===== config.mk =====
export PLATFORM = sky130hd
export DESIGN_NAME = boot_request_rx_queue_top
export DESIGN_NICKNAME = d
export VERILOG_FILES = /design/src/rtl/brq_pkg.sv /design/src/rtl/brq_ctrl.sv /design/src/rtl/brq_datapath.sv /design/src/rtl/boot_request_rx_queue_top.sv
export SDC_FILE = /design/constraint.sdc
export NUM_CORES = 2
export LEC_CHECK = 0
export ABC_AREA = 1
export BUFFER_PORTS_ARGS = -buffer_cell sky130_fd_sc_hd__buf_4
export CAP_MARGIN = 10
export CELL_PAD_IN_SITES_DETAIL_PLACEMENT = 0
export CELL_PAD_IN_SITES_GLOBAL_PLACEMENT = 1
export CORE_MARGIN = 1.5
export CORE_UTILIZATION = 25
export DETAILED_ROUTE_END_ITERATION = 8
export GPL_TIMING_DRIVEN = 0
export MAX_ROUTING_LAYER = met4
export PLACE_DENSITY_LB_ADDON = 0.1
export REMOVE_ABC_BUFFERS = 1
export SLEW_MARGIN = 20
export SYNTH_ARGS = -nofsm -noshare
export SYNTH_HDL_FRONTEND = slang
export SYNTH_SLANG_ARGS = --single-unit

===== constraint.sdc =====
create_clock -name clk -period 12 [get_ports clk]
set_input_delay 2.4 -clock clk [delete_from_list [all_inputs] [get_ports clk]]
set_output_delay 2.4 -clock clk [all_outputs]
set_load 0.01 [all_outputs]

===== src/rtl/brq_pkg.sv =====
`default_nettype none
package brq_pkg;

  localparam int unsigned CfgIndexW = 3;
  localparam int unsigned CfgDataW  = 11;

  localparam logic [CfgIndexW-1:0] CFG_BOOT_REQUEST_CODE  = 3'd0;
  localparam logic [CfgIndexW-1:0] CFG_READ_REQUEST_CODE  = 3'd1;
  localparam logic [CfgIndexW-1:0] CFG_BOOT_COMPLETE_CODE = 3'd2;
  localparam logic [CfgIndexW-1:0] CFG_MIN_BOOT_VERSION   = 3'd3;
  localparam logic [CfgIndexW-1:0] CFG_NOFILE_LENGTH      = 3'd4;

  localparam logic [7:0]  RESET_BOOT_REQUEST_CODE  = 8'd1;
  localparam logic [7:0]  RESET_READ_REQUEST_CODE  = 8'd2;
  localparam logic [7:0]  RESET_BOOT_COMPLETE_CODE = 8'd3;
  localparam logic [7:0]  RESET_MIN_BOOT_VERSION   = 8'd2;
  localparam logic [10:0] RESET_NOFILE_LENGTH      = 11'd0;

  localparam logic [7:0] GROUP_FLAG = 8'h01;

  typedef enum logic [2:0] {
    ST_QUEUED      = 3'd0,
    ST_FULL        = 3'd1,
    ST_BAD_READ    = 3'd2,
    ST_BAD_TYPE    = 3'd3,
    ST_BAD_VERSION = 3'd4,
    ST_DELIVERED   = 3'd5,
    ST_EMPTY       = 3'd6,
    ST_TOO_LONG    = 3'd7
  } status_t;

  typedef enum logic [1:0] {
    S_IDLE      = 2'd0,
    S_OFFER     = 2'd1,
    S_DEQ_CHECK = 2'd2,
    S_DEQ_OUT   = 2'd3
  } state_t;

  typedef struct packed {
    logic        kind;
    logic [3:0]  port;
    logic [10:0] length;
    logic [7:0]  packet_type;
    logic [7:0]  version;
    logic [31:0] file_length;
    logic [47:0] source_address;
    logic        dest_group_bit;
    logic [10:0] buffer_limit;
  } request_t;

  typedef struct packed {
    status_t     status;
    logic [3:0]  out_port;
    logic [10:0] out_length;
    logic [7:0]  out_type;
    logic [7:0]  out_version;
    logic [31:0] out_file_length;
    logic [47:0] out_source_address;
  } result_t;

  typedef struct packed {
    logic [47:0] address;
    logic [3:0]  port;
    logic [10:0] length;
    logic [7:0]  packet_type;
    logic [7:0]  version;
    logic [31:0] file_length;
  } entry_t;

  typedef struct packed {
    logic load;
    logic offer;
    logic deq_empty;
    logic deq_read;
    logic deq_out;
  } cmd_t;

  typedef struct packed {
    logic req_kind;
    logic empty;
  } sts_t;

endpackage
`default_nettype wire


===== src/rtl/brq_ctrl.sv =====
`default_nettype none
module brq_ctrl (
  input  wire logic          clk,
  input  wire logic          rst,
  input  wire logic          start,
  input  wire brq_pkg::sts_t sts,
  output brq_pkg::cmd_t      cmd,
  output logic               busy
);

  brq_pkg::state_t state;
  brq_pkg::state_t state_next;

  always_ff @(posedge clk) begin
    if (rst) begin
      state <= brq_pkg::S_IDLE;
    end else begin
      state <= state_next;
    end
  end

  always_comb begin
    state_next = state;
    case (state)
      brq_pkg::S_IDLE: begin
        if (start) begin
          state_next = sts.req_kind ? brq_pkg::S_DEQ_CHECK : brq_pkg::S_OFFER;
        end
      end
      brq_pkg::S_OFFER: begin
        state_next = brq_pkg::S_IDLE;
      end
      brq_pkg::S_DEQ_CHECK: begin
        state_next = sts.empty ? brq_pkg::S_IDLE : brq_pkg::S_DEQ_OUT;
      end
      brq_pkg::S_DEQ_OUT: begin
        state_next = brq_pkg::S_IDLE;
      end
      default: begin
        state_next = brq_pkg::S_IDLE;
      end
    endcase
  end

  always_comb begin
    cmd  = '0;
    busy = 1'b1;
    case (state)
      brq_pkg::S_IDLE: begin
        busy     = 1'b0;
        cmd.load = start;
      end
      brq_pkg::S_OFFER: begin
        cmd.offer = 1'b1;
      end
      brq_pkg::S_DEQ_CHECK: begin
        cmd.deq_empty = sts.empty;
        cmd.deq_read  = !sts.empty;
      end
      brq_pkg::S_DEQ_OUT: begin
        cmd.deq_out = 1'b1;
      end
      default: begin
        busy = 1'b1;
      end
    endcase
  end

endmodule
`default_nettype wire


===== src/rtl/brq_datapath.sv =====
`default_nettype none
module brq_datapath #(
  parameter int unsigned QUEUE_DEPTH      = 16,
  parameter int unsigned MAX_PACKET_BYTES = 2047
) (
  input  wire logic                             clk,
  input  wire logic                             rst,
  input  wire brq_pkg::request_t                request,
  input  wire logic                             cfg_we,
  input  wire logic [brq_pkg::CfgIndexW-1:0]    cfg_index,
  input  wire logic [brq_pkg::CfgDataW-1:0]     cfg_data,
  input  wire brq_pkg::cmd_t                    cmd,
  output brq_pkg::sts_t                         sts,
  output brq_pkg::result_t                      result,
  output logic                                  done
);

  localparam int unsigned PtrW = (QUEUE_DEPTH > 1) ? $clog2(QUEUE_DEPTH) : 1;
  localparam logic [PtrW-1:0] LastSlot = PtrW'(QUEUE_DEPTH - 1);
  localparam logic [15:0] MaxBytes = 16'(MAX_PACKET_BYTES);

  logic [7:0]  boot_request_code;
  logic [7:0]  read_request_code;
  logic [7:0]  boot_complete_code;
  logic [7:0]  min_boot_version;
  logic [10:0] nofile_length;

  brq_pkg::request_t req;
  brq_pkg::entry_t   mem [QUEUE_DEPTH];
  brq_pkg::entry_t   rd_data;
  brq_pkg::entry_t   wr_entry;

  logic [PtrW-1:0] read_pointer;
  logic [PtrW-1:0] write_pointer;
  logic [PtrW-1:0] read_pointer_next;
  logic [PtrW-1:0] write_pointer_next;
  logic            queue_full;

  logic            done_next;
  brq_pkg::result_t result_next;

  logic [10:0] len_sat;
  logic        is_boot;
  logic        type_ok;
  logic        offer_ok;
  brq_pkg::status_t offer_status;

  always_ff @(posedge clk) begin
    if (rst) begin
      boot_request_code  <= brq_pkg::RESET_BOOT_REQUEST_CODE;
      read_request_code  <= brq_pkg::RESET_READ_REQUEST_CODE;
      boot_complete_code <= brq_pkg::RESET_BOOT_COMPLETE_CODE;
      min_boot_version   <= brq_pkg::RESET_MIN_BOOT_VERSION;
      nofile_length      <= brq_pkg::RESET_NOFILE_LENGTH;
    end else if (cfg_we) begin
      case (cfg_index)
        brq_pkg::CFG_BOOT_REQUEST_CODE:  boot_request_code  <= cfg_data[7:0];
        brq_pkg::CFG_READ_REQUEST_CODE:  read_request_code  <= cfg_data[7:0];
        brq_pkg::CFG_BOOT_COMPLETE_CODE: boot_complete_code <= cfg_data[7:0];
        brq_pkg::CFG_MIN_BOOT_VERSION:   min_boot_version   <= cfg_data[7:0];
        brq_pkg::CFG_NOFILE_LENGTH:      nofile_length      <= cfg_data[10:0];
        default: begin
        end
      endcase
    end
  end

  always_ff @(posedge clk) begin
    if (cmd.load) begin
      req <= request;
    end
  end

  assign sts.req_kind = request.kind;
  assign sts.empty    = !queue_full && (read_pointer == write_pointer);

  assign read_pointer_next  = (read_pointer == LastSlot) ? '0 : read_pointer + 1'b1;
  assign write_pointer_next = (write_pointer == LastSlot) ? '0 : write_pointer + 1'b1;

  // offer checks
  always_comb begin
    len_sat  = ({5'd0, req.length} > MaxBytes) ? MaxBytes[10:0] : req.length;
    is_boot  = (req.packet_type == boot_request_code);
    type_ok  = is_boot || (req.packet_type == read_request_code)
               || (req.packet_type == boot_complete_code);
    offer_ok = 1'b0;
    if (queue_full) begin
      offer_status = brq_pkg::ST_FULL;
    end else if (req.length == 11'd0) begin
      offer_status = brq_pkg::ST_BAD_READ;
    end else if (!type_ok) begin
      offer_status = brq_pkg::ST_BAD_TYPE;
    end else if (is_boot && (req.version < min_boot_version)) begin
      offer_status = brq_pkg::ST_BAD_VERSION;
    end else begin
      offer_status = brq_pkg::ST_QUEUED;
      offer_ok     = 1'b1;
    end

    wr_entry.address     = {req.source_address[47:41],
                            req.source_address[40] | (req.dest_group_bit & brq_pkg::GROUP_FLAG[0]),
                            req.source_address[39:0]};
    wr_entry.port        = req.port;
    wr_entry.length      = len_sat;
    wr_entry.packet_type = req.packet_type;
    wr_entry.version     = req.version;
    wr_entry.file_length = (is_boot && (len_sat == nofile_length)) ? 32'd0 : req.file_length;
  end

  always_ff @(posedge clk) begin
    if (cmd.offer && offer_ok) begin
      mem[write_pointer] <= wr_entry;
    end
    if (cmd.deq_read) begin
      rd_data <= mem[read_pointer];
    end
  end

  always_ff @(posedge clk) begin
    if (rst) begin
      read_pointer  <= '0;
      write_pointer <= '0;
      queue_full    <= 1'b0;
    end else if (cmd.offer && offer_ok) begin
      write_pointer <= write_pointer_next;
      queue_full    <= (read_pointer == write_pointer_next);
    end else if (cmd.deq_read) begin
      read_pointer <= read_pointer_next;
      queue_full   <= 1'b0;
    end
  end

  always_comb begin
    result_next = '0;
    done_next   = cmd.offer || cmd.deq_empty || cmd.deq_out;
    if (cmd.offer) begin
      result_next.status = offer_status;
    end else if (cmd.deq_empty) begin
      result_next.status = brq_pkg::ST_EMPTY;
    end else if (rd_data.length > req.buffer_limit) begin
      result_next.status     = brq_pkg::ST_TOO_LONG;
      result_next.out_length = rd_data.length;
    end else begin
      result_next.status             = brq_pkg::ST_DELIVERED;
      result_next.out_port           = rd_data.port;
      result_next.out_length         = rd_data.length;
      result_next.out_type           = rd_data.packet_type;
      result_next.out_version        = rd_data.version;
      result_next.out_file_length    = rd_data.file_length;
      result_next.out_source_address = rd_data.address;
    end
  end

  always_ff @(posedge clk) begin
    if (done_next) begin
      result <= result_next;
    end
  end

  always_ff @(posedge clk) begin
    if (rst) begin
      done <= 1'b0;
    end else begin
      done <= done_next;
    end
  end

endmodule
`default_nettype wire


===== src/rtl/boot_request_rx_queue_top.sv =====
// channel   signals                            transfer when
// -------   --------------------------------   ----------------------
// request   start, busy, request (request_t)   start && !busy at clk
// result    done, result (result_t)            done high, one cycle
// config    cfg_we, cfg_index, cfg_data        cfg_we high at clk
//
// Offer: the request is registered on transfer and checked in S_OFFER; done is
// registered from there. Dequeue passes S_DEQ_CHECK and S_DEQ_OUT before done; an
// empty queue answers from S_DEQ_CHECK like an offer. The extra state is the
// registered read of the entry RAM at the read pointer.
// rst is synchronous, active high; clears pointers and full flag and loads
// the config defaults.
// The receiver cannot stall: done is a one-cycle strobe, and the next
// request may be taken while a result is on the ports.
`default_nettype none
module boot_request_rx_queue_top #(
  parameter int unsigned QUEUE_DEPTH      = 16,
  parameter int unsigned MAX_PACKET_BYTES = 2047
) (
  input  wire logic                          clk,
  input  wire logic                          rst,
  input  wire logic                          start,
  output logic                               busy,
  input  wire brq_pkg::request_t             request,
  output logic                               done,
  output brq_pkg::result_t                   result,
  input  wire logic                          cfg_we,
  input  wire logic [brq_pkg::CfgIndexW-1:0] cfg_index,
  input  wire logic [brq_pkg::CfgDataW-1:0]  cfg_data
);

  brq_pkg::cmd_t cmd;
  brq_pkg::sts_t sts;

  brq_ctrl u_ctrl (
    .clk   (clk),
    .rst   (rst),
    .start (start),
    .sts   (sts),
    .cmd   (cmd),
    .busy  (busy)
  );

  brq_datapath #(
    .QUEUE_DEPTH      (QUEUE_DEPTH),
    .MAX_PACKET_BYTES (MAX_PACKET_BYTES)
  ) u_datapath (
    .clk       (clk),
    .rst       (rst),
    .request   (request),
    .cfg_we    (cfg_we),
    .cfg_index (cfg_index),
    .cfg_data  (cfg_data),
    .cmd       (cmd),
    .sts       (sts),
    .result    (result),
    .done      (done)
  );

endmodule
`default_nettype wire


## After elaboration in Yosys (flattened, before gate mapping)

Memory sizes are Yosys's and may differ from the RTL's. A register that Yosys moved wholly into a read port is not among the register bits.
Cells that the tools add are included.

- Bits in writable memories: 1776
- Bits of input ports: 142
- Register bits after elaboration: 292
- Output and inout port bits: 116
- Logic and storage cells: 98
- Memories kept: 1

Memory list:

| name | words | bits a word | rd ports | clocked after memory_dff | write ports | RTL line | source |
|---|---|---|---|---|---|---|---|
| u_datapath.mem | 16 | 111 | 1 | 1 | 1 | brq_datapath.sv:29 | `brq_pkg::entry_t mem [QUEUE_DEPTH];` |

- $lt $le $gt $ge: 2
- Reductions and logical operators: 23
- Eq/ne operators: 16
- Bitwise gates (word level): 2
- Add/subtract/negate cells: 2
- Mux-type cells: 27

Operators by type and width:

| kind | count |
|---|---|
| two-way mux 32 bit | 1 |
| == test 8 bit | 3 |
| two-way mux 3 bit | 6 |
| two-way mux 1 bit | 12 |
| AND reduction 2 bit | 6 |
| == test 11 bit | 1 |
| > comparator 11 bit | 1 |
| logical NOT 11 bit | 1 |
| two-way mux 2 bit | 5 |
| adder 4 x 1 -> 4 bit, second input constant | 2 |
| == test 4 bit | 2 |
| == test 4 bit, second input constant | 2 |
| < comparator 8 bit | 1 |
| two-way mux 4 bit | 2 |
| == test 3 x 2 -> 1 bit, second input constant | 2 |
| case mux 2 bit (3 select lines) | 1 |
| == test 2 bit, second input constant | 2 |
| logical AND 1 bit | 4 |
| logical OR 1 bit | 4 |
| OR reduction 2 bit | 2 |
| == test 3 x 1 -> 1 bit, second input constant | 1 |
| == test 3 bit, second input constant | 1 |
| logical NOT 3 bit | 1 |
| OR reduction 3 bit | 1 |
| 7 further kinds | 8 |

## Longest topological paths before layout

- Depth after elaboration: 9
- Mapped depth: 14
- Mapped depth without buffers: 13

## Modules after synthesis

From an unflattened synthesis, not the netlist that was laid out.

- Cell total of the unflattened synthesis: 5790
- Area total of the unflattened synthesis: 83582.7 um2

Modules (own cells, without submodules):

| module | area each (um2) | cells an instance | times used | sequential area each (um2) |
|---|---|---|---|---|
| brq_datapath | 83445.0 | 5763 | 1 | 64842.2 |
| brq_ctrl | 137.6 | 27 | 1 | 40.0 |

## Least setup slack after synthesis

No wires, ideal clock.

- Kind: register to register
- Start point: reg u_datapath.read_pointer[0]
- End point: reg u_datapath.result[0] (netlist name)
- Data required time: 11.251 ns
- Cell stages (with the launch flop): 6
- Slack: 2.274 ns
- Setup time: 0.749 ns
- Clock period less this slack: 9.726 ns
- Arrival time: 8.977 ns
- Path buffers: 1
- Path through: dfxtp_1 buf_4 xor2_1 nor3_2 nand3_1 o21ai_0

- Word-level cells in the longest chain between the ends: 5

Ends and longest elaborated chain:

| item | RTL line | source |
|---|---|---|
| start: declaration | brq_datapath.sv:33 | `logic [PtrW-1:0] read_pointer;` |
| start signal: assignment | brq_datapath.sv:128 | `read_pointer <= read_pointer_next;` |
| == test 4 bit | brq_datapath.sv:75 | `assign sts.empty = !queue_full && (read_pointer == write_pointer);` |
| logical AND 1 bit | brq_datapath.sv:75 |  |
| two-way mux 2 bit | brq_ctrl.sv:48 | `case (state)` |
| logical OR 1 bit (2 in series) | brq_datapath.sv:135 | `done_next = cmd.offer \|\| cmd.deq_empty \|\| cmd.deq_out;` |
| named net u_datapath.done_next | brq_datapath.sv:39 | `logic done_next;` |

The timed path passes the listed nets, and every way through them passes these cells.
A chain may end at the register's enable or synchronous reset.

## Final worst setup path

- Start point: reg u_datapath.read_pointer[1]
- End point: reg u_datapath.result[68] (netlist name)

- Word-level cells in the longest chain between the ends: 4

Ends and longest elaborated chain:

| item | RTL line |
|---|---|
| == test 4 bit | brq_datapath.sv:75 |
| logical AND 1 bit | brq_datapath.sv:75 |
| two-way mux 2 bit | brq_ctrl.sv:48 |
| OR reduction 3 bit (no source line) | -- |

No other way between the ends.

==> flow_metrics.py <==
metrics = {
    "global_routing": {
        "overflow": 0,
        "grt_pass1_wl_mm": 374.7,
        "grt_max_degree": 155,
        "grt_pass1_vias": 50180,
        "grt_usage_pct": 15.74,
        "antenna_found_initial": 3,
    },
    "synthesis": {
        "synthSimpleGateAreaFrac_pct": 8.097,
        "synth-xor-area-share_pct": 0.2318,
        "avgSynthCellArea_sq_um": 13.89,
        "async_flop_share_pct": 0,
        "yosysSeqAreaShare_pct": 78.06,
        "synthAdderAreaFrac_pct": 0.3462,
        "yosysWarnings": 0,
        "ys_ff_latch": 2179,
        "synth_cell_type_count": 37,
        "synth_top_family_by_area": "compound AO/OA/AOI/OAI gates",
        "synth_edf_count": 2124,
        "synth_area_sq_um": 83120,
        "synth_compound_area_share_pct": 10.20,
        "postSynth.topFlopCell": "edfxtp_1",
        "synth_cells": 5983,
        "synthMuxAreaShare_pct": 0,
    },
    "worst_setup_path": {
        "max_stage_delay_ns": 0.61,
        "critPathRequiredTime_ns": 12.56,
        "critPathMostFrequentCell": "buf_16",
        "timing.rr.end": "u_datapath.result[68]",
        "crit_chain": "buf_16, buf_12, inv_8, buf_16, nor2_1, nor3_2, nand3_1, o21ai_2, inv_2, nand2_8, buf_16, nor2_1",
        "cp_max_fo": 55,
        "r2r_cells": 12,
        "cp_slowest_cell": "o21ai_2",
        "arrival_ns": 5.24,
        "end_kind": "flip-flop",
        "crit_type": "reg2reg",
        "reg2reg_from": "u_datapath.read_pointer[1]",
        "start_kind": "flip-flop",
        "r2r_slack_ns": 7.32,
    },
    "placed_design": {
        "place.port_buffers": 257,
        "place_hpwl_mm": 158.5,
        "dpl_cell_area_sq_um": 94560,
        "routabilityCongestion": 0.6702,
    },
    "detailed_routing": {
        "wl_per_cell_um": 24.10,
        "vias_per_cell": 4.557,
        "ant_nets": 0,
        "dr.pass1.iters": 5,
        "drc_errors": 0,
        "initialDrtViolationCount": 3494,
        "wl_mm": 263.6,
        "vias": 49860,
    },
    "hold_path": {
        "holdPathEnd": "u_datapath.read_request_code[4]",
        "holdPathStages": 2,
        "hold_class": "reg2reg",
        "worstHoldStart": "u_datapath.read_request_code[4]",
    },
    "clock_tree": {
        "clk_path_buf_depth": 4,
        "cts-resized-gates": 0,
        "cts.sinks": 2179,
        "cts_setup_buffers": 0,
        "clk_pin_slew_ns": 0.06,
        "cts_root_buffer": "clkbuf_16",
        "cts_tree": "yes",
        "cts_max_level": 5,
        "ctsHoldBuffers": 0,
        "cts_buffers": 272,
        "clock_latency_ns": 0.89,
    },
    "floorplan": {
        "die_h_um": 579.6,
        "die_w_um": 579.6,
        "rows": 211,
        "initial_core_util_pct": 25.15,
        "ioPinCount": 258,
        "core_sq_um": 330500,
        "die_area_sq_um": 335900,
    },
    "cells_and_area": {
        "nNetsFinal": 6531,
        "final_common_cell": "edfxtp_1",
        "final_cell_mix": "2124 x edfxtp_1, 1078 x nor2_1, 925 x o21ai_0",
        "syn_to_final_growth_pct": 23.77,
        "nFillCells": 32790,
        "fin_area_sq_um": 102900,
        "drive_above_1_share_pct": 14.18,
    },
    "outcome": {
        "status": "finished, final reports clean",
    },
    "timing": {
        "min_period_ns": 4.681,
        "rsz0062_at_grt": "false",
        "fin_skew_ns": 0.04675,
        "hold_slack_ns": 0.4658,
        "setup_viol": 0,
        "drv_slew": 0,
        "min_period_over_period_pct": 39.00,
        "relSlewSlack_pct": 28.59,
        "hold_viol": 0,
        "tightest_slew_ns": 1.071,
        "fmax_mhz": 213.7,
    },
    "power": {
        "p_leak_nw": 33.99,
        "powerDensity_nw_per_um2": 163.3,
        "vdd_drop_max_uv": 101.3,
        "finalPower_mw": 16.80,
    },
    "run": {
        "drv_cap": 0,
    },
}
-- through the flow --
stage / instances / setup TNS [ns] / utilization, % / worst slack (ns)
after floorplan: 5601 / -3934.88 / - / -16.85
after global placement: 10220 / - / 26.87 / -62.24
after detailed placement: 10460 / 0 / 28.61 / 7.052
after CTS: 10940 / 0 / 31.12 / 7.031
after global routing: 10940 / 0 / 31.12 / 7.010
final: 10940 / 0 / 31.12 / 7.319
-- sequential cells by signal, summed over array words and instances (netlist names) --
signal                         cells
u_datapath.boot_complete_code      8
u_datapath.boot_request_code       8
u_datapath.queue_full              1
u_datapath.rd_data               111
u_ctrl.state                       2
u_datapath.done                    1
u_datapath.len_sat                11
u_datapath.write_pointer           4
u_datapath.read_pointer            4
u_datapath.nofile_length          11
u_datapath.mem                  1776
u_datapath.result                114
u_datapath.min_boot_version        8
u_datapath.read_request_code       8
u_datapath.req                   112
-- logic make-up (layout without fill, tap and decap cells) --
kind of cell / Yosys count / in the layout
adders and majority gates: 23 / 23
xor gates and xnor gates: 22 / 22
other: 0 / 2
DFF: 2179 / 2179
and+or+nand+nor: 1680 / 1680
AOI/OAI and AO/OA: 1467 / 1467
buffers and inverters: 612 / 1202
-- metal layers --
metal / vias up / wire, um / global-route usage, %
li1: 23010 / - / -
met1: 25420 / 126100 / 21.74
met2: 1072 / 121300 / 24.45
met3: 362 / 10420 / 2.205
met4: 0 / 5879 / 3.682
met5: - / 0 / -
-- report_power, final --
group	switching, mW	internal (mW)	total [mW]
combinational	0.251	0.149	0.400
sequential	0.125	8.49	8.61
clock	3.28	4.51	7.78
total	3.65	13.1	16.8
-- critical path, delay by kind of cell (launching register included) --
kind / cells / cell delay, ns
flops: 1 / 0.56
simple gates: 5 / 1.21
compound gates: 1 / 0.61
buf+inv: 6 / 1.67
-- cells in the mapped netlist (11+ instances only) --
master    count  area (sq um)
o211ai_1     46         345.3
a21oi_1      34         170.2
ha_1         23         287.8
edfxtp_1   2124         63780
nand3_1     195         975.9
dfxtp_1      55          1101
o221ai_1    180          1577
nand2_1     336          1261
o21ai_1      12         60.06
o21ai_0     926          4634
buf_2        91         455.4
xnor2_1      12         105.1
inv_2        11         41.29
nor2_1     1096          4114
nor2_2       33         206.5
inv_1       217         814.5
o22ai_1     265          1658
clkbuf_1    258         968.4
buf_6        13         146.4
-- how the worst max path moves through the flow --
stage | startpoint | slack, ns | cells after the start | endpoint
2_1_floorplan | u_datapath.read_pointer[0] | -16.85 | 5 | u_datapath.rd_data[102]
3_3_place_gp | u_datapath.read_pointer[1] | -62.24 | 5 | u_datapath.result[108]
3_5_place_dp | u_datapath.read_pointer[1] | 7.05 | 12 | u_datapath.result[28]
4_1_cts | u_datapath.read_pointer[1] | 7.03 | 12 | u_datapath.result[28]
5_1_grt | u_datapath.read_pointer[1] | 7.01 | 12 | u_datapath.result[28]
6_report | u_datapath.read_pointer[1] | 7.32 | 12 | u_datapath.result[68]
-- area by class of cell --
| type | count | area, sq um | area share, % |
|---|---|---|---|
| Tap cell | 4366 | 5463 | 5.310 |
| Clock buffer | 353 | 7226 | 7.024 |
| Timing Repair Buffer | 491 | 7453 | 7.245 |
| Antenna cell | 2 | 5.005 | 0.004865 |
| Sequential cell | 2179 | 64890 | 63.08 |
| Multi-Input combinational cell | 3192 | 15830 | 15.39 |
| Inverter | 230 | 913.4 | 0.8878 |
| Clock inverter | 128 | 1090 | 1.059 |
(Power assumes the default switching activity.)
